### config.mk
export PLATFORM = sky130hd
export DESIGN_NAME = cmvp_cmul
export DESIGN_NICKNAME = d
export VERILOG_FILES = /design/src/hw/rtl/assert_macros.svh /design/src/hw/rtl/cmvp_pkg.sv /design/src/hw/rtl/cmvp_cmul.sv
export SDC_FILE = /design/constraint.sdc
export NUM_CORES = 2
export LEC_CHECK = 0
export BUFFER_PORTS_ARGS = -buffer_cell sky130_fd_sc_hd__buf_2
export CORE_AREA = 4 4 305 307
export CTS_CLUSTER_SIZE = 8
export DETAILED_ROUTE_END_ITERATION = 6
export DIE_AREA = 0 0 309 311
export PLACE_DENSITY_LB_ADDON = 0.08
export SLEW_MARGIN = 5
export SYNTH_ARGS = -nofsm -noshare
export SYNTH_HDL_FRONTEND = slang
export SYNTH_SLANG_ARGS = --single-unit
### constraint.sdc
create_clock -name clk_i -period 5.69 [get_ports clk_i]
set_input_delay 0.569 -clock clk_i [delete_from_list [all_inputs] [get_ports clk_i]]
set_output_delay 0.569 -clock clk_i [all_outputs]
set_load 0.03 [all_outputs]
### src/hw/rtl/assert_macros.svh
// Assertion macros shared by the RTL modules of the matrix-vector product.
`ifndef ASSERT_MACROS_SVH
`define ASSERT_MACROS_SVH

// Checks a property on every rising clock edge outside reset.
`define ASSERT_ALWAYS(label, prop, msg) \
  label: assert property (@(posedge clk_i) disable iff (!rst_ni) (prop)) else $error(msg);

// Checks that a condition implies a consequence in the same cycle.
`define ASSERT_IMPLY(label, ante, cons, msg) \
  label: assert property (@(posedge clk_i) disable iff (!rst_ni) (ante) |-> (cons)) \
    else $error(msg);

// Checks that a condition implies a consequence in the next cycle.
`define ASSERT_NEXT(label, ante, cons, msg) \
  label: assert property (@(posedge clk_i) disable iff (!rst_ni) (ante) |=> (cons)) \
    else $error(msg);

`endif

### src/hw/rtl/cmvp_pkg.sv
// Package with the types, constants and helpers of the complex matrix-vector product.
package cmvp_pkg;

  localparam int unsigned MaxRowsDef = 64;
  localparam int unsigned MaxColsDef = 64;
  localparam int unsigned InW        = 16;
  localparam int unsigned ProdW      = 2 * InW;
  localparam int unsigned AccW       = 40;
  localparam int unsigned RowIdxW    = 6;
  localparam int unsigned CfgW       = 7;
  localparam int unsigned ApbAddrW   = 3;
  localparam int unsigned ApbDataW   = 32;
  localparam int unsigned InDataW    = 4 * InW;
  localparam int unsigned OutDataW   = 88;

  typedef enum logic {
    REG_NUM_ROWS = 1'b0,
    REG_NUM_COLS = 1'b1
  } reg_idx_e;

  typedef struct packed {
    logic valid;
    logic emit;
    logic first_col;
    logic last_col;
    logic last_row;
  } ctl_t;

  typedef logic signed [AccW-1:0] acc_t;

  function automatic acc_t sat_acc(input logic signed [AccW:0] v);
    acc_t res;
    if (v[AccW] != v[AccW-1]) begin
      res = v[AccW] ? {1'b1, {(AccW-1){1'b0}}} : {1'b0, {(AccW-1){1'b1}}};
    end else begin
      res = v[AccW-1:0];
    end
    return res;
  endfunction

endpackage

### src/hw/rtl/cmvp_cmul.sv
// Two-stage complex multiplier that feeds products into the accumulator chain.
module cmvp_cmul #(
  parameter int unsigned RowW = 6
) (
  input  logic                            clk_i,
  input  logic                            rst_ni,
  input  logic                            adv_i,
  input  cmvp_pkg::ctl_t                  ctl_i,
  input  logic [RowW-1:0]                 row_i,
  input  logic signed [cmvp_pkg::InW-1:0] a_re_i,
  input  logic signed [cmvp_pkg::InW-1:0] a_im_i,
  input  logic signed [cmvp_pkg::InW-1:0] x_re_i,
  input  logic signed [cmvp_pkg::InW-1:0] x_im_i,
  output cmvp_pkg::ctl_t                  ctl_o,
  output logic [RowW-1:0]                 row_o,
  output cmvp_pkg::acc_t                  re_o,
  output cmvp_pkg::acc_t                  im_o
);

  cmvp_pkg::ctl_t                    ctl1_q, ctl2_q;
  logic [RowW-1:0]                   row1_q, row2_q;
  logic signed [cmvp_pkg::ProdW-1:0] p_rr_q, p_ii_q, p_ri_q, p_ir_q;
  cmvp_pkg::acc_t                    re_q, im_q;
  cmvp_pkg::acc_t                    re_d, im_d;

  always_comb begin
    re_d = cmvp_pkg::acc_t'(p_rr_q) - cmvp_pkg::acc_t'(p_ii_q);
    im_d = cmvp_pkg::acc_t'(p_ri_q) + cmvp_pkg::acc_t'(p_ir_q);
  end

  always_ff @(posedge clk_i or negedge rst_ni) begin
    if (!rst_ni) begin
      ctl1_q <= '0;
      ctl2_q <= '0;
    end else if (adv_i) begin
      ctl1_q <= ctl_i;
      ctl2_q <= ctl1_q;
    end
  end

  always_ff @(posedge clk_i) begin
    if (adv_i) begin
      row1_q <= row_i;
      p_rr_q <= cmvp_pkg::ProdW'(a_re_i) * cmvp_pkg::ProdW'(x_re_i);
      p_ii_q <= cmvp_pkg::ProdW'(a_im_i) * cmvp_pkg::ProdW'(x_im_i);
      p_ri_q <= cmvp_pkg::ProdW'(a_re_i) * cmvp_pkg::ProdW'(x_im_i);
      p_ir_q <= cmvp_pkg::ProdW'(a_im_i) * cmvp_pkg::ProdW'(x_re_i);
      row2_q <= row1_q;
      re_q   <= re_d;
      im_q   <= im_d;
    end
  end

  assign ctl_o = ctl2_q;
  assign row_o = row2_q;
  assign re_o  = re_q;
  assign im_o  = im_q;

endmodule

==> run metrics <==
DIE HEIGHT 311 µm; design area 60200 µm²; Hold Violations, Final 0; Final min period 5.80 ns; Layout Skew 0.0229 ns; Worst Setup End Kind flop; status finished, violations left; die area 96100 µm²; first-pass GRT wire length 213 mm; critical path class primary input to flop; Crit Path Max Fanout 10; Arr. time, crit path 6.09 ns; vias in the first global route 39745; I/O pins 169; Iter 0 DRT Violations 2374; DRC viols 0; Port Buffers 168; Layout area overhead 21.9%; failing checks negative setup slack; Chip Width 309 µm; Rows 110; unrepaired setup endpoints after global routing yes; endpoints failing setup 14; Sequential Area 6440 µm²; filler instances 7337; DP Cell Count 6886; Critical Path RT 5.98 ns; Max transition margin 0.330; MaxCap Viol Count 0; fin worst setup slack -0.110 ns; Synth Net Count 6647; Routed Antenna Nets 0; clk slew on worst S/H paths 0.06 ns; startpoint types primary input; hold slack 0.198 ns; routed vias/inst 5.21; layout cells sized above 1 0.213; period utilization 1.02; routed len/inst 18.8 µm; main area contributors after synthesis fa_1 (43%), edfxtp_1 (13%), ha_1 (9.9%), inv_1 (9.5%), and2_1 (6.5%); CTS buffer count 34; Final Non-Filler Cells 7021; root cell of the clock tree clkbuf_16; overall routing resource usage 0.284; Post-synth EDFFs 206; drt pass-1 iters 5; Post-DP HPWL 108 mm; largest net degree at the start of global routing 114; post-synthesis register bit count 216; post-synth top area share 0.425; DP Area 56700 µm²; Hold Crit Class primary input to flop; Multi-input gate area 38900 µm²; CTS sink count 216; Post-Syn Instances 5127; RD Place Congestion 0.884; CTS tree yes; Nets 7348; FFs w/ async S/R, synth 0.0463; Avg Synthesized Cell Area 9.64 µm²; initial antenna violation count 10; Starting Density 0.549; Syn. warnings 0; synth unique cells 80; area leader, netlist fa_1; CORE AREA 90000 µm²; gr ovfl total 0; WL final 132 mm; f_max 172 MHz; mapped cell area 49400 µm²; detailed-route via count 36560; Seq/Total Area, Yosys 0.130; final slew viol count 0; CTS H-tree depth 2; Slew @ Worst Pin 1.01 ns; Clk Latency, worst-skew pair 0.55 ns; ys flop type edfxtp_1; pre-CTS setup slack -0.957 ns; clk buf depth 3
## sequential cells by signal (all words and copies together) (netlist names)
signal / cells
ctl_o: 5
ctl1_q: 5
p_ii_q: 32
p_ir_q: 32
im_o: 33
p_rr_q: 32
p_ri_q: 32
row_o: 6
re_o: 33
row1_q: 6
## area by class of cell
class,count,area share
tap,1176,0.0244
timing repair buffer,877,0.128
multi-input combinational,3444,0.646
antenna,5,0.000208
inverter,1255,0.0784
clock inverter,6,0.000873
clock buffer,42,0.0150
sequential,216,0.107
## logic make-up (layout without fill, tap and decap cells)
kind of cell	after synthesis	in the layout	share of synthesized area
buf+inv	1467	2180	0.113
fa+ha+maj	1442	1442	0.525
simple gates	1347	1347	0.137
compound gates	452	452	0.0593
flops	216	216	0.130
xor+xnor	190	190	0.0337
mux	13	13	0.00289
other cells	0	5	0
## synthesized netlist by cell type, types with 6 or more instances
cell	instances
buf_4	14
or2_2	6
a21o_1	53
xor2_1	41
fa_1	1050
and3_1	13
a21oi_1	144
edfxtp_1	206
o21bai_1	16
a211o_1	8
ha_1	392
o21a_1	22
o21ai_1	19
and2_1	512
nand4_1	12
clkbuf_1	196
o22ai_1	7
inv_1	1254
o31ai_1	7
nand2b_1	38
o21ai_0	76
nor3b_1	6
xnor2_1	149
nand3_1	29
nor3_1	24
a211oi_1	13
o211ai_1	9
a31oi_1	24
nand2_1	535
nor2_1	132
mux2_2	10
nor2b_1	16
dfrtp_1	10
or3_1	10
## final timing paths
path,startpoint,to,slack (ns),cells after the start
max in group asynchronous,rst_ni,ctl_o[0],5.08,2
setup / recovery,a_re_i[7],p_ri_q[30],-0.11,23
setup reg to reg,p_ri_q[0],im_o[30],2.25,12
min in group asynchronous,rst_ni,ctl_o[3],0.42,2
hold / removal,row_i[3],row1_q[3],0.20,1
hold reg to reg,row1_q[1],row_o[1],0.42,0
## worst max-delay path, cell delays in order
cell	delay, ns
buf_12	0.13
buf_12	0.15
and2_4	0.15
fa_1	0.52
inv_2	0.04
fa_1	0.48
fa_1	0.51
inv_1	0.06
fa_1	0.46
fa_1	0.50
inv_1	0.05
fa_1	0.49
inv_2	0.05
ha_4	0.22
a21o_1	0.19
a221oi_4	0.37
buf_4	0.17
buf_6	0.10
a31oi_4	0.09
o21ai_2	0.24
a31oi_2	0.13
buf_4	0.16
a311o_1	0.26
## cells in the final DEF, fill, tap and decap left out, drive strengths merged, types with 10 or more instances in the layout
cell	count
inv	1255
fa	1050
buf	867
nand2	535
and2	512
ha	392
edfxtp	206
xnor2	149
a21oi	146
nor2	132
o21ai	96
a21o	53
clkbuf	51
xor2	41
nand2b	38
nand3	29
nor3	26
a31oi	26
o21a	22
a211oi	17
nor2b	16
o21bai	16
and3	13
nand4	12
o211ai	11
mux2	10
dfrtp	10
or3	10
## per-layer routing
layer / up-vias / global-route usage / wire [µm]
met5: - / 0 / 34
met2: 957 / 0.473 / 64100
met4: 4 / 0.0890 / 4970
li1: 16763 / - / -
met1: 18617 / 0.389 / 54700
met3: 219 / 0.0380 / 8090
## metrics by stage
| stage | util | setup TNS, ns |
|---|---|---|
| 2_1_floorplan | - | -1.87 |
| 3_3_place_gp | 0.630 | -43.37 |
| 3_5_place_dp | 0.630 | -46.31 |
| 4_1_cts | 0.654 | -0.789 |
| 5_1_grt | 0.669 | -3.95 |
| 6_report | 0.669 | -0.789 |
## repair_timing
action | CTS | global route
buffers inserted | 39 | 41
endpoints found under the setup margin | 47 | 53
pin swaps | 116 | 154
gates resized for setup | 222 | 234
hold buffers | 1 | 0
hold endpoints to repair | 10 | 0
gates cloned | 4 | 6
Power is not shown: default switching activity piles up to over one toggle a cycle in this logic, so the estimate is an artifact.
