### src/hw/rtl/assert_macros.svh
// Assertion macros shared by the RTL modules of the matrix-vector product.
`ifndef ASSERT_MACROS_SVH
`define ASSERT_MACROS_SVH

// Checks a property on every rising clock edge outside reset.
`define ASSERT_ALWAYS(label, prop, msg) \
  label: assert property (@(posedge clk_i) disable iff (!rst_ni) (prop)) else $error(msg);

// Checks that a condition implies a consequence in the same cycle.
`define ASSERT_IMPLY(label, ante, cons, msg) \
  label: assert property (@(posedge clk_i) disable iff (!rst_ni) (ante) |-> (cons)) \
    else $error(msg);

// Checks that a condition implies a consequence in the next cycle.
`define ASSERT_NEXT(label, ante, cons, msg) \
  label: assert property (@(posedge clk_i) disable iff (!rst_ni) (ante) |=> (cons)) \
    else $error(msg);

`endif

### src/hw/rtl/cmvp_pkg.sv
// Package with the types, constants and helpers of the complex matrix-vector product.
package cmvp_pkg;

  localparam int unsigned MaxRowsDef = 64;
  localparam int unsigned MaxColsDef = 64;
  localparam int unsigned InW        = 16;
  localparam int unsigned ProdW      = 2 * InW;
  localparam int unsigned AccW       = 40;
  localparam int unsigned RowIdxW    = 6;
  localparam int unsigned CfgW       = 7;
  localparam int unsigned ApbAddrW   = 3;
  localparam int unsigned ApbDataW   = 32;
  localparam int unsigned InDataW    = 4 * InW;
  localparam int unsigned OutDataW   = 88;

  typedef enum logic {
    REG_NUM_ROWS = 1'b0,
    REG_NUM_COLS = 1'b1
  } reg_idx_e;

  typedef struct packed {
    logic valid;
    logic emit;
    logic first_col;
    logic last_col;
    logic last_row;
  } ctl_t;

  typedef logic signed [AccW-1:0] acc_t;

  function automatic acc_t sat_acc(input logic signed [AccW:0] v);
    acc_t res;
    if (v[AccW] != v[AccW-1]) begin
      res = v[AccW] ? {1'b1, {(AccW-1){1'b0}}} : {1'b0, {(AccW-1){1'b1}}};
    end else begin
      res = v[AccW-1:0];
    end
    return res;
  endfunction

endpackage

### src/hw/rtl/cmvp_cell.sv
// One accumulator cell of the chain: owns a single row and passes items to its neighbor.
`include "assert_macros.svh"

module cmvp_cell #(
  parameter int unsigned RowW = 6,
  parameter int unsigned Idx  = 0
) (
  input  logic            clk_i,
  input  logic            rst_ni,
  input  logic            adv_i,
  input  cmvp_pkg::ctl_t  ctl_i,
  input  logic [RowW-1:0] row_i,
  input  cmvp_pkg::acc_t  re_i,
  input  cmvp_pkg::acc_t  im_i,
  output cmvp_pkg::ctl_t  ctl_o,
  output logic [RowW-1:0] row_o,
  output cmvp_pkg::acc_t  re_o,
  output cmvp_pkg::acc_t  im_o
);

  cmvp_pkg::ctl_t                   ctl_q, ctl_d;
  logic [RowW-1:0]                  row_q;
  cmvp_pkg::acc_t                   re_q, im_q, re_d, im_d;
  cmvp_pkg::acc_t                   acc_re_q, acc_im_q, acc_re_d, acc_im_d;
  logic signed [cmvp_pkg::AccW:0]   sum_re, sum_im;
  logic                             hit;

  always_comb begin
    hit = ctl_i.valid && (row_i == RowW'(Idx));
    if (ctl_i.first_col) begin
      sum_re = (cmvp_pkg::AccW+1)'(re_i);
      sum_im = (cmvp_pkg::AccW+1)'(im_i);
    end else begin
      sum_re = (cmvp_pkg::AccW+1)'(acc_re_q) + (cmvp_pkg::AccW+1)'(re_i);
      sum_im = (cmvp_pkg::AccW+1)'(acc_im_q) + (cmvp_pkg::AccW+1)'(im_i);
    end
    acc_re_d = cmvp_pkg::sat_acc(sum_re);
    acc_im_d = cmvp_pkg::sat_acc(sum_im);
    ctl_d    = ctl_i;
    re_d     = re_i;
    im_d     = im_i;
    if (hit && ctl_i.last_col) begin
      ctl_d.emit = 1'b1;
      re_d       = acc_re_d;
      im_d       = acc_im_d;
    end
  end

  always_ff @(posedge clk_i or negedge rst_ni) begin
    if (!rst_ni) begin
      ctl_q <= '0;
    end else if (adv_i) begin
      ctl_q <= ctl_d;
    end
  end

  always_ff @(posedge clk_i) begin
    if (adv_i) begin
      row_q <= row_i;
      re_q  <= re_d;
      im_q  <= im_d;
      if (hit) begin
        acc_re_q <= acc_re_d;
        acc_im_q <= acc_im_d;
      end
    end
  end

  assign ctl_o = ctl_q;
  assign row_o = row_q;
  assign re_o  = re_q;
  assign im_o  = im_q;

  `ASSERT_IMPLY(a_emit_has_item, ctl_q.emit, ctl_q.valid && ctl_q.last_col,
                "Cell holds a result that does not belong to a last-column item.")

endmodule
### config.mk
export PLATFORM = sky130hd
export DESIGN_NAME = cmvp_cell
export DESIGN_NICKNAME = d
export VERILOG_FILES = /design/src/hw/rtl/cmvp_pkg.sv /design/src/hw/rtl/cmvp_cell.sv
export VERILOG_INCLUDE_DIRS = /design/src /design/src/hw/rtl
export SDC_FILE = /design/constraint.sdc
export NUM_CORES = 1
export LEC_CHECK = 0
export BUFFER_PORTS_ARGS = -buffer_cell sky130_fd_sc_hd__buf_2
export CORE_AREA = 5 5 164 166
export DETAILED_ROUTE_END_ITERATION = 8
export DIE_AREA = 0 0 169 171
export GPL_TIMING_DRIVEN = 0
export PLACE_DENSITY = 0.66
export REMOVE_ABC_BUFFERS = 1
export SETUP_SLACK_MARGIN = 0.15
export SLEW_MARGIN = 20
export SYNTH_ARGS = -nofsm -noshare
export SYNTH_HDL_FRONTEND = slang
export SYNTH_SLANG_ARGS = --single-unit
export TNS_END_PERCENT = 10
### constraint.sdc
create_clock -name clk_i -period 5.17 [get_ports clk_i]
set_clock_uncertainty 0.1 [all_clocks]
set_input_delay 1.551 -clock clk_i [delete_from_list [all_inputs] [get_ports clk_i]]
set_output_delay 1.551 -clock clk_i [all_outputs]
set_load 0.02 [all_outputs]
==> impl_results.md, run 1 <==
- # IOs: 185
- Startpoint Class: primary input
- Worst-Margin Slew: 0.8286 ns
- Die area: 0.02890 mm^2
- Max cap viols: 0
- Synth Cell Area: 0.01234 mm^2
- Flop pwr share: 42.6%
- Net count reported at finish: 1604
- Max clock buf depth: 2
- CP Max Fanout: 24
- Worst path required time: 5.25 ns
- Leak pwr: 5.760 nW
- GRT overflow: 0
- RSZ-0062 raised after global routing: true
- Pwr Total: 3.786 mW
- Post-synthesis sequential area ratio: 41.40%
- CTS tree: done
- Buffers on Ports: 184
- Ys Warns: 0
- First DRT Iteration DRCs: 804
- Die Height: 171 um
- Gate Count Post-Synth: 1288
- Internal power: 2.710 mW
- Met1 Resource Use GR: 29.11%
- Vias in the first global route: 10310
- First-pass GRT wire length: 53.91 mm
- Vias per Instance: 6.026
- Tmin final: 4.993 ns
- Final Hold Vio Count: 0
- Reg clk slew, reported paths: 0.06 ns
- Busiest layer in global routing: met2
- Final wirelength: 34.63 mm
- Area grow syn2layout: 16.36%
- EDFF count, synth: 166
- DRT Pass-1 Iters: 6
- DP HPWL: 25.43 mm
- Sw frac: 28.41%
- Syn_area_per_cell: 9.583 um^2
- Hold Slack: 0.4037 ns
- IR drop worst, VDD: 0.1635 mV
- Drt wl/cell: 19.49 um
- Power per cell area: 263.6 mW/mm^2
- Critical path class: in2reg
- Pin count of the biggest net entering global routing: 67
- ANT nets after route: 0
- Tcrit/Tclk final: 96.57%
- FFs w/ async S/R, synth: 2.924%
- Setup WS post-layout: 0.1771 ns
- Area occupied by multi-input gates: 0.006910 mm^2
- Initial Utilization: 48.46%
- Setup violations, final: 0
- Psw: 1.076 mW
- GPL Wtd Cong: 0.8844
- Reg area: 0.005110 mm^2
- #FFs+latches synth: 171
- CTS H-tree lvls: 4
- Critical path capture point type: flop
- Unique cell type count in the Yosys netlist: 81
- # DRC: 0
- Slew Limit Fails: 0
- Peak Freq: 0.2003 GHz
- Core Footprint: 0.02547 mm^2
- Die X: 169 um
- Met2 Usage GRT: 40.66%
- Met3 Usage GRT: 4.159%
- # rows: 59
- CTS Buf Count: 17
- Clock Latency Late Sink: 0.43 ns
- Dpl ws: -0.6468 ns
- Arr. time, crit path: 5.07 ns
- Root Buffer: clkbuf_16
- Initial antenna violation count: 5
- Total track usage: 23.09%
- Slew margin rel.: 43.33%
- Clock sink total: 171
- Fillers: 2250
- Clk network pwr share: 36.2%
- Status: finished clean
- Combinational fraction of design power: 21.1%
- Hold WC Path Type: reg2reg
- Via Count: 10710
- Top FF cell, synth: edfxtp_1
- Layout cell share with drive strength beyond 1: 21.65%
==> power groups by stage <==
stage / Clock (mW) / Sequential [mW] / Combinational, mW
after floorplan: 0 / 1.73 / 0.425
after global placement: 0 / 1.65 / 0.755
after detailed placement: 0 / 1.64 / 0.790
after CTS: 1.40 / 1.62 / 0.795
after global routing: 1.45 / 1.62 / 0.873
final: 1.37 / 1.61 / 0.800
==> cell usage in the layout, fill, tap and decap left out, types with 11 or more instances in the layout <==
master | synthesis | layout
buf_2 | 22 | 182
edfxtp_1 | 166 | 166
nand2_1 | 157 | 155
a21oi_1 | 118 | 117
nor2_1 | 105 | 103
o21ai_0 | 81 | 80
ha_1 | 80 | 79
mux2_2 | 50 | 49
a21o_1 | 38 | 38
xnor2_1 | 38 | 38
a31oi_1 | 33 | 33
nand3_1 | 30 | 30
xor2_1 | 28 | 28
inv_1 | 24 | 24
o211ai_1 | 23 | 23
nor3_1 | 19 | 19
o21bai_1 | 17 | 17
clkbuf_16 | 0 | 17
nand2b_1 | 15 | 15
nand4_1 | 15 | 15
a211oi_1 | 13 | 12
nor2b_1 | 12 | 12
o21a_1 | 12 | 11
==> metrics by stage <==
step	setup TNS (ns)	std cells	instance area [um^2]	util (%)
floorplan	-19.07	1214	12020	-
global placement	-593.28	1733	13360	52.45
detailed placement	-19.59	1744	13700	53.78
CTS	0	1776	14320	56.22
global route	0	1776	14360	56.38
finish	0	1777	14360	56.39
==> layer usage <==
layer  wire length [um]  share of wire (%)  vias up
li1                   -                  -     5140
met4                728                2.1       10
met2              17260                 50      365
met5                 57               0.16        -
met3               1960                5.7       60
met1              14620                 42     5134
==> final timing paths <==
| check | from | end | slack (ns) | depth (start not counted) |
|---|---|---|---|---|
| worst max-delay path | re_i[32] | re_o[27]$_DFFE_PP_ | 0.18 | 14 |
| min in group asynchronous | rst_ni | ctl_o[4]$_DFFE_PN0P_ | 0.83 | 1 |
| worst min register to register | ctl_o[4]$_DFFE_PN0P_ | ctl_o[4]$_DFFE_PN0P_ | 0.40 | 1 |
| worst min-delay path | ctl_o[4]$_DFFE_PN0P_ | ctl_o[4]$_DFFE_PN0P_ | 0.40 | 1 |
| worst max register to register | acc_re_q[32]$_DFFE_PP_ | re_o[27]$_DFFE_PP_ | 1.06 | 13 |
| max in group asynchronous | rst_ni | ctl_o[0]$_DFFE_PN0P_ | 4.01 | 1 |
==> sequential cells by signal (all words and copies together) (netlist names) <==
register  cells
im_o         40
re_o         40
ctl_o         5
acc_im_q     40
acc_re_q     40
row_o         6
==> worst max-delay path, stage by stage <==
cell      delay (ns)
buf_2           0.12
ha_2            0.36
a21o_1          0.21
a21o_1          0.18
a21o_1          0.22
a311oi_1        0.32
o21ai_1         0.16
nor3_4          0.39
nor4_1          0.14
a41oi_4         0.55
buf_16          0.24
buf_16          0.18
o211ai_1        0.16
mux2_2          0.29
==> synthesized netlist by cell type, types with 5 or more instances <==
library cell / instances / area (um^2)
inv_1: 24 / 90.09
nand3_1: 30 / 150.1
nor2b_1: 12 / 75.07
o21bai_1: 17 / 127.6
dfrtp_1: 5 / 125.1
o311ai_2: 6 / 97.59
a21o_1: 38 / 285.3
o21ai_1: 6 / 30.03
a21oi_1: 118 / 590.6
o21ai_0: 81 / 405.4
nor2_1: 105 / 394.1
a31oi_1: 33 / 206.5
mux2_2: 50 / 563.0
o311ai_1: 10 / 87.58
nand4_1: 15 / 93.84
a211oi_1: 13 / 97.59
and2_1: 8 / 50.05
o21a_1: 12 / 90.09
o31ai_1: 8 / 60.06
o211ai_1: 23 / 172.7
xor2_1: 28 / 245.2
nand2_1: 157 / 589.3
nand2b_1: 15 / 93.84
nor3_1: 19 / 95.09
edfxtp_1: 166 / 4985
a41oi_1: 6 / 52.55
and3_1: 11 / 68.82
buf_2: 22 / 110.1
xnor2_1: 38 / 332.8
clkbuf_1: 46 / 172.7
ha_1: 80 / 1001
==> layout make-up <==
type                       count  area share [%]
antenna                        1         0.01742
clock buffer                  23           3.328
clock inverter                 9          0.9583
inverter                      25          0.6621
multi-input combinational   1018           48.11
sequential                   171           35.58
tap                          335           2.918
timing repair buffer         195           8.424
==> repair_timing <==
item	4_1_cts	5_1_grt
buffers inserted	0	0
hold buffers	0	0
pin swaps	0	1
gates resized for setup	2	9
setup endpoints to repair	22	95
==> cells by family after synthesis <==
group                      share of synthesized area (%)
AOI/OAI and AO/OA                                  22.37
and+or+nand+nor                                    14.79
DFF                                                41.40
buffers and inverters                              3.396
adders and majority gates                          8.434
xor gates and xnor gates                           4.683
muxes                                              4.926
(Power assumes the default switching activity.)
==> run 2: changes to the inputs <==
--- a/config.mk
+++ b/config.mk
@@ -12,9 +12,7 @@
 export DIE_AREA = 0 0 169 171
 export GPL_TIMING_DRIVEN = 0
 export PLACE_DENSITY = 0.66
-export REMOVE_ABC_BUFFERS = 1
 export SETUP_SLACK_MARGIN = 0.15
-export SLEW_MARGIN = 20
 export SYNTH_ARGS = -nofsm -noshare
 export SYNTH_HDL_FRONTEND = slang
 export SYNTH_SLANG_ARGS = --single-unit
==> run 2 against run 1 <==
Effect of this change: first-iteration DRC count rose by 12%; power increased by 1.7%; flip-flop and latch count unchanged; largest cell class unchanged.
==> impl_results.md, run 2 (synthesized netlist as in run 1, its figures left out) <==
- Status: finished clean
- Worst path required time: 5.31 ns
- R2R Setup Slk: 1.18 ns
- Startpoint Class: primary input
- CP Max Fanout: 10
- Arr. time, crit path: 5.00 ns
- Drt wl/cell: 21.71 um
- Hold path start: ctl_o[4]$_DFFE_PN0P_
- Crit path from: re_i[0]
- Die X: 169 um
- Slew Limit Fails: 0
- Max clock buf depth: 2
- Critical Path Sink: re_o[38]$_DFFE_PP_
- Area grow syn2layout: 17.14%
- Worst reg2reg path startpoint: acc_re_q[0]$_DFFE_PP_
- Root Buffer: clkbuf_16
- Reg clk slew, reported paths: 0.07 ns
- Critical path class: in2reg
- Slew margin rel.: 40.95%
- Fillers: 2274
- Setup TNS: 0 ns
- Antenna diode count: 0
- Worst-Margin Slew: 0.8858 ns
- Final wirelength: 39.99 mm
- Tmin final: 4.866 ns
- IR drop worst, VDD: 0.1798 mV
- # placed instances: 1808
- Clock Latency Late Sink: 0.44 ns
- Commonest non-fill, non-tap cell in the layout: buf_2
- Setup violations, final: 0
- Clock sink total: 171
- First-pass GRT wire length: 59.85 mm
- Synth Net Count: 1464
- Die area: 0.02890 mm^2
- First DRT Iteration DRCs: 903
- Layout cell share with drive strength beyond 1: 21.77%
- Final Hold Vio Count: 0
- Peak Freq: 0.2055 GHz
- DRT Pass-1 Iters: 5
- Critical path capture point type: flop
- R2R depth: 14
- Leak pwr: 5.827 nW
- Power per cell area: 266.2 mW/mm^2
- # DRC: 0
- Initial Utilization: 48.46%
- Net count reported at finish: 1670
- Core Footprint: 0.02547 mm^2
- Tcrit/Tclk final: 94.11%
- Via Count: 11210
- # rows: 59
- CTS Buf Count: 17
- Vias per Instance: 6.087
- Hold WC Path Type: reg2reg
- DP HPWL: 29.66 mm
- Total track usage: 26.67%
- GPL Wtd Cong: 0.9611
- Max cap viols: 0
- Vias in the first global route: 10740
- Setup WS post-layout: 0.3043 ns
- CTS tree: done
- Finished Layout Cells: 1842
- Most frequent cells in the layout: buf_2 (198), edfxtp_1 (166), nand2_1 (155), a21oi_1 (117), nor2_1 (104)
- Die Height: 171 um
- # IOs: 185
- Initial antenna violation count: 3
- GRT overflow: 0
- Buffers on Ports: 183
- RSZ-0062 raised after global routing: false
- Core Util, Final: 56.77%
- Hold Buf Count CTS: 0
- Worst reg2reg path endpoint: re_o[38]$_DFFE_PP_
- ANT nets after route: 0
- Pin count of the biggest net entering global routing: 57
- CTS H-tree lvls: 4
- Dpl ws: -0.4838 ns
## run 2: cell types whose count changed in the layout (fill, tap and decap cells not counted), sizes merged
| cell | before | now |
|---|---|---|
| clkbuf | 23 | 70 |
| diode | 1 | 0 |
| clkinv | 5 | 3 |
| inv | 25 | 33 |
| buf | 195 | 208 |
## run 2: metrics by stage
step	cell area [um^2]	hold WS (ns)	total power [mW]
2_1_floorplan	12340	0.5227	2.169
3_3_place_gp	13680	0.3851	2.437
3_5_place_dp	13740	0.3904	2.447
4_1_cts	14370	0.4081	3.848
5_1_grt	14460	0.4216	4.005
6_report	14460	0.4079	3.849
## run 2: worst max-delay path, stage by stage
cell	delay, ns
buf_2	0.10
ha_1	0.17
inv_1	0.06
fa_1	0.42
nand2b_1	0.19
a211oi_2	0.27
o21ai_0	0.20
a31oi_2	0.31
o21ai_2	0.17
o311ai_4	0.35
mux2i_4	0.21
buf_4	0.25
nor2_4	0.25
nand4_1	0.18
a21oi_1	0.29
## run 2: power breakdown
part / internal, mW / switching (mW) / leakage, nW
logic: 0.299 / 0.523 / 3.90
registers: 1.60 / 0.0157 / 1.62
clock network: 0.783 / 0.629 / 0.307
total: 2.68 / 1.17 / 5.83
## run 2: what timing repair did
action                                  CTS  global route
pin swaps                                 0             3
endpoints found under the setup margin   30            97
resized for setup                         2            18
buffers inserted                          0             2
## run 2: worst min path at each step
stage               slack [ns]  cells after the start              endpoint
floorplan                 0.52                      2  ctl_o[3]$_DFFE_PN0P_
global placement          0.39                      1  ctl_o[0]$_DFFE_PN0P_
detailed placement        0.39                      1  ctl_o[1]$_DFFE_PN0P_
CTS                       0.41                      1  ctl_o[1]$_DFFE_PN0P_
global route              0.42                      1  ctl_o[1]$_DFFE_PN0P_
finish                    0.41                      1  ctl_o[4]$_DFFE_PN0P_
## run 2: layout make-up
| cell class | count | area, um^2 | share of cell area [%] |
|---|---|---|---|
| inverters | 25 | 93.84 | 0.6490 |
| well taps | 335 | 419.2 | 2.899 |
| multi-input cells | 1018 | 6882 | 47.59 |
| flip-flops and latches | 171 | 5110 | 35.34 |
| repair buffers | 187 | 988.4 | 6.836 |
| clock buffers | 17 | 425.4 | 2.942 |
| clock inverters | 15 | 200.2 | 1.385 |
| plain buffers | 74 | 340.3 | 2.354 |
## run 2: per-layer routing
layer	track usage [%]	share of wire, %	up-vias
li1	-	-	5268
met1	33.81	41	5345
met2	45.12	47	497
met3	4.298	7.2	97
met4	12.08	4.1	6
met5	0	0.10	-
==> run 3: changes to the inputs <==
--- a/config.mk
+++ b/config.mk
@@ -10,8 +10,10 @@
 export CORE_AREA = 5 5 164 166
 export DETAILED_ROUTE_END_ITERATION = 8
 export DIE_AREA = 0 0 169 171
+export GPL_ROUTABILITY_DRIVEN = 0
 export GPL_TIMING_DRIVEN = 0
 export PLACE_DENSITY = 0.66
+export REMOVE_ABC_BUFFERS = 1
 export SETUP_SLACK_MARGIN = 0.15
 export SYNTH_ARGS = -nofsm -noshare
 export SYNTH_HDL_FRONTEND = slang
==> run 3 against run 2 <==
Effect of this change: clock power is essentially flat; count of clock-buffer cells in the layout grew 3; largest power group unchanged; cell area shrank 1.4%.
==> impl_results.md, run 3 (synthesized netlist as in run 1, its figures left out) <==
- Root Buffer: clkbuf_16
- Internal power: 2.709 mW
- Hold WC Path Type: reg2reg
- CP cell instances: buf_2, ha_1, a2111oi_0, o21ai_0, nand4_1, nand4bb_1, a32oi_2, o21bai_4, xnor2_1, o21a_2, nor2_2, a21oi_1
- Power per cell area: 265.1 mW/mm^2
- Dpl ws: -0.6928 ns
- Sw frac: 28.35%
- Via Count: 10600
- Core Footprint: 0.02547 mm^2
- Final wirelength: 33.65 mm
- Clock Latency Late Sink: 0.44 ns
- Flop pwr share: 42.7%
- R2R depth: 11
- Tmin final: 4.832 ns
- Most frequent cells in the layout: buf_2 (182), edfxtp_1 (166), nand2_1 (155), a21oi_1 (117), nor2_1 (103)
- Pin count of the biggest net entering global routing: 68
- Die Height: 171 um
- Max clock buf depth: 2
- Total track usage: 22.47%
- Layout cell share with drive strength beyond 1: 21.25%
- DRT Pass-1 Iters: 5
- Commonest non-fill, non-tap cell in the layout: buf_2
- Die area: 0.02890 mm^2
- Tcrit/Tclk final: 93.46%
- Combinational fraction of design power: 20.9%
- Critical path capture point type: flop
- Vias in the first global route: 10320
- Buffers on Ports: 184
- Net count reported at finish: 1604
- Slew margin rel.: 41.32%
- Worst reg2reg path endpoint: im_o[27]$_DFFE_PP_
- Drt wl/cell: 18.95 um
- Setup violations, final: 0
- Hold Path Sink: ctl_o[4]$_DFFE_PN0P_
- CTS H-tree lvls: 4
- Leak pwr: 5.728 nW
- Clock sink total: 171
- Peak Freq: 0.2070 GHz
- Arr. time, crit path: 5.01 ns
- Vias per Instance: 5.968
- Pwr Total: 3.780 mW
- Max cap viols: 0
- CP Max Fanout: 14
- Critical path class: in2reg
- Hold Slack: 0.4028 ns
- Status: finished clean
- Initial antenna violation count: 4
- CTS tree: done
- # IOs: 185
- Slowest cell delay on critical path: 0.50 ns
- Worst path required time: 5.35 ns
- Setup TNS: 0 ns
- ANT nets after route: 0
- Critical-path top delay cell: o21a_2
- # DRC: 0
- Area grow syn2layout: 15.52%
- CTS Buf Count: 17
- GRT overflow: 0
- Initial Utilization: 48.46%
- Post-DP Area: 0.01357 mm^2
- Psw: 1.072 mW
- # rows: 59
- Worst reg2reg path startpoint: acc_im_q[6]$_DFFE_PP_
- Reg clk slew, reported paths: 0.07 ns
- Clk network pwr share: 36.4%
- Slew Limit Fails: 0
- Die X: 169 um
- Finished layout cell area: 0.01426 mm^2
- DP HPWL: 24.15 mm
- Final Hold Vio Count: 0
- Worst-Margin Slew: 0.8802 ns
- Setup WS post-layout: 0.3382 ns
- R2R Setup Slk: 1.19 ns
- Worst hold stages: 1
- Hold path start: ctl_o[4]$_DFFE_PN0P_
- Startpoint Class: primary input
- First DRT Iteration DRCs: 760
- RSZ-0062 raised after global routing: false
- IR drop worst, VDD: 0.1947 mV
- First-pass GRT wire length: 52.40 mm
## run 3: changes by cell type in the layout (fill, tap and decap cells not counted), moves of 3 or more
| cell | delta |
|---|---|
| buf_2 | -16 |
| buf_16 | +3 |
| inv_6 | -3 |
| inv_8 | -4 |
| clkbuf_1 | -43 |
| clkbuf_4 | -6 |
## run 3: layout make-up
type | instances | area (um^2)
diodes | 1 | 2.502
clock buffers | 20 | 436.7
clock inverters | 11 | 167.7
fillers | 2322 | 11210
inverters | 25 | 95.09
multi-input cells | 1018 | 6899
flip-flops and latches | 171 | 5110
well taps | 335 | 419.2
repair buffers | 195 | 1129
## run 3: layer usage
| layer | vias up | share of wire (%) | global-route usage, % |
|---|---|---|---|
| met5 | - | 0.21 | 0 |
| met4 | 8 | 2.7 | 7.735 |
| met3 | 71 | 5.3 | 4.482 |
| met2 | 320 | 49 | 39.83 |
| met1 | 5074 | 43 | 27.43 |
| li1 | 5127 | - | - |
## run 3: through the flow
| stage | cells | util [%] |
|---|---|---|
| final | 1776 | 55.99 |
| after global routing | 1775 | 55.98 |
| after CTS | 1774 | 55.78 |
| after detailed placement | 1740 | 53.30 |
| after global placement | 1733 | 52.45 |
| after floorplan | 1214 | - |
## run 3: repair_timing
action,in CTS,in global routing
endpoints found under the setup margin,32,68
pin swaps,0,1
setup buffers,3,1
gates resized for setup,1,10
hold buffers,0,0
endpoints found under the hold margin,0,0
## run 3: worst max-delay path: cells and delay by family
kind            cells  cell delay [ns]
buf+inv             1             0.11
compound gates      6             1.99
xor+xnor            1             0.33
simple gates        3             0.64
fa+ha+maj           1             0.39
## run 3: how the worst max path moves through the flow
stage | from | endpoint | slack [ns]
final | im_i[6] | im_o[27]$_DFFE_PP_ | 0.34
after global routing | im_i[19] | acc_im_q[18]$_DFFE_PP_ | 0.15
after CTS | im_i[6] | im_o[27]$_DFFE_PP_ | 0.05
after detailed placement | im_i[6] | im_o[3]$_DFFE_PP_ | -0.69
after global placement | ctl_i[2] | re_o[27]$_DFFE_PP_ | -3.79
after floorplan | re_i[32] | re_o[23]$_DFFE_PP_ | -0.38
## run 3: power groups by stage
stage / clock network (mW) / registers [mW] / logic, mW
finish: 1.38 / 1.61 / 0.789
global route: 1.46 / 1.62 / 0.861
global placement: 0 / 1.65 / 0.751
floorplan: 0 / 1.73 / 0.425
detailed placement: 0 / 1.64 / 0.775
CTS: 1.41 / 1.62 / 0.782
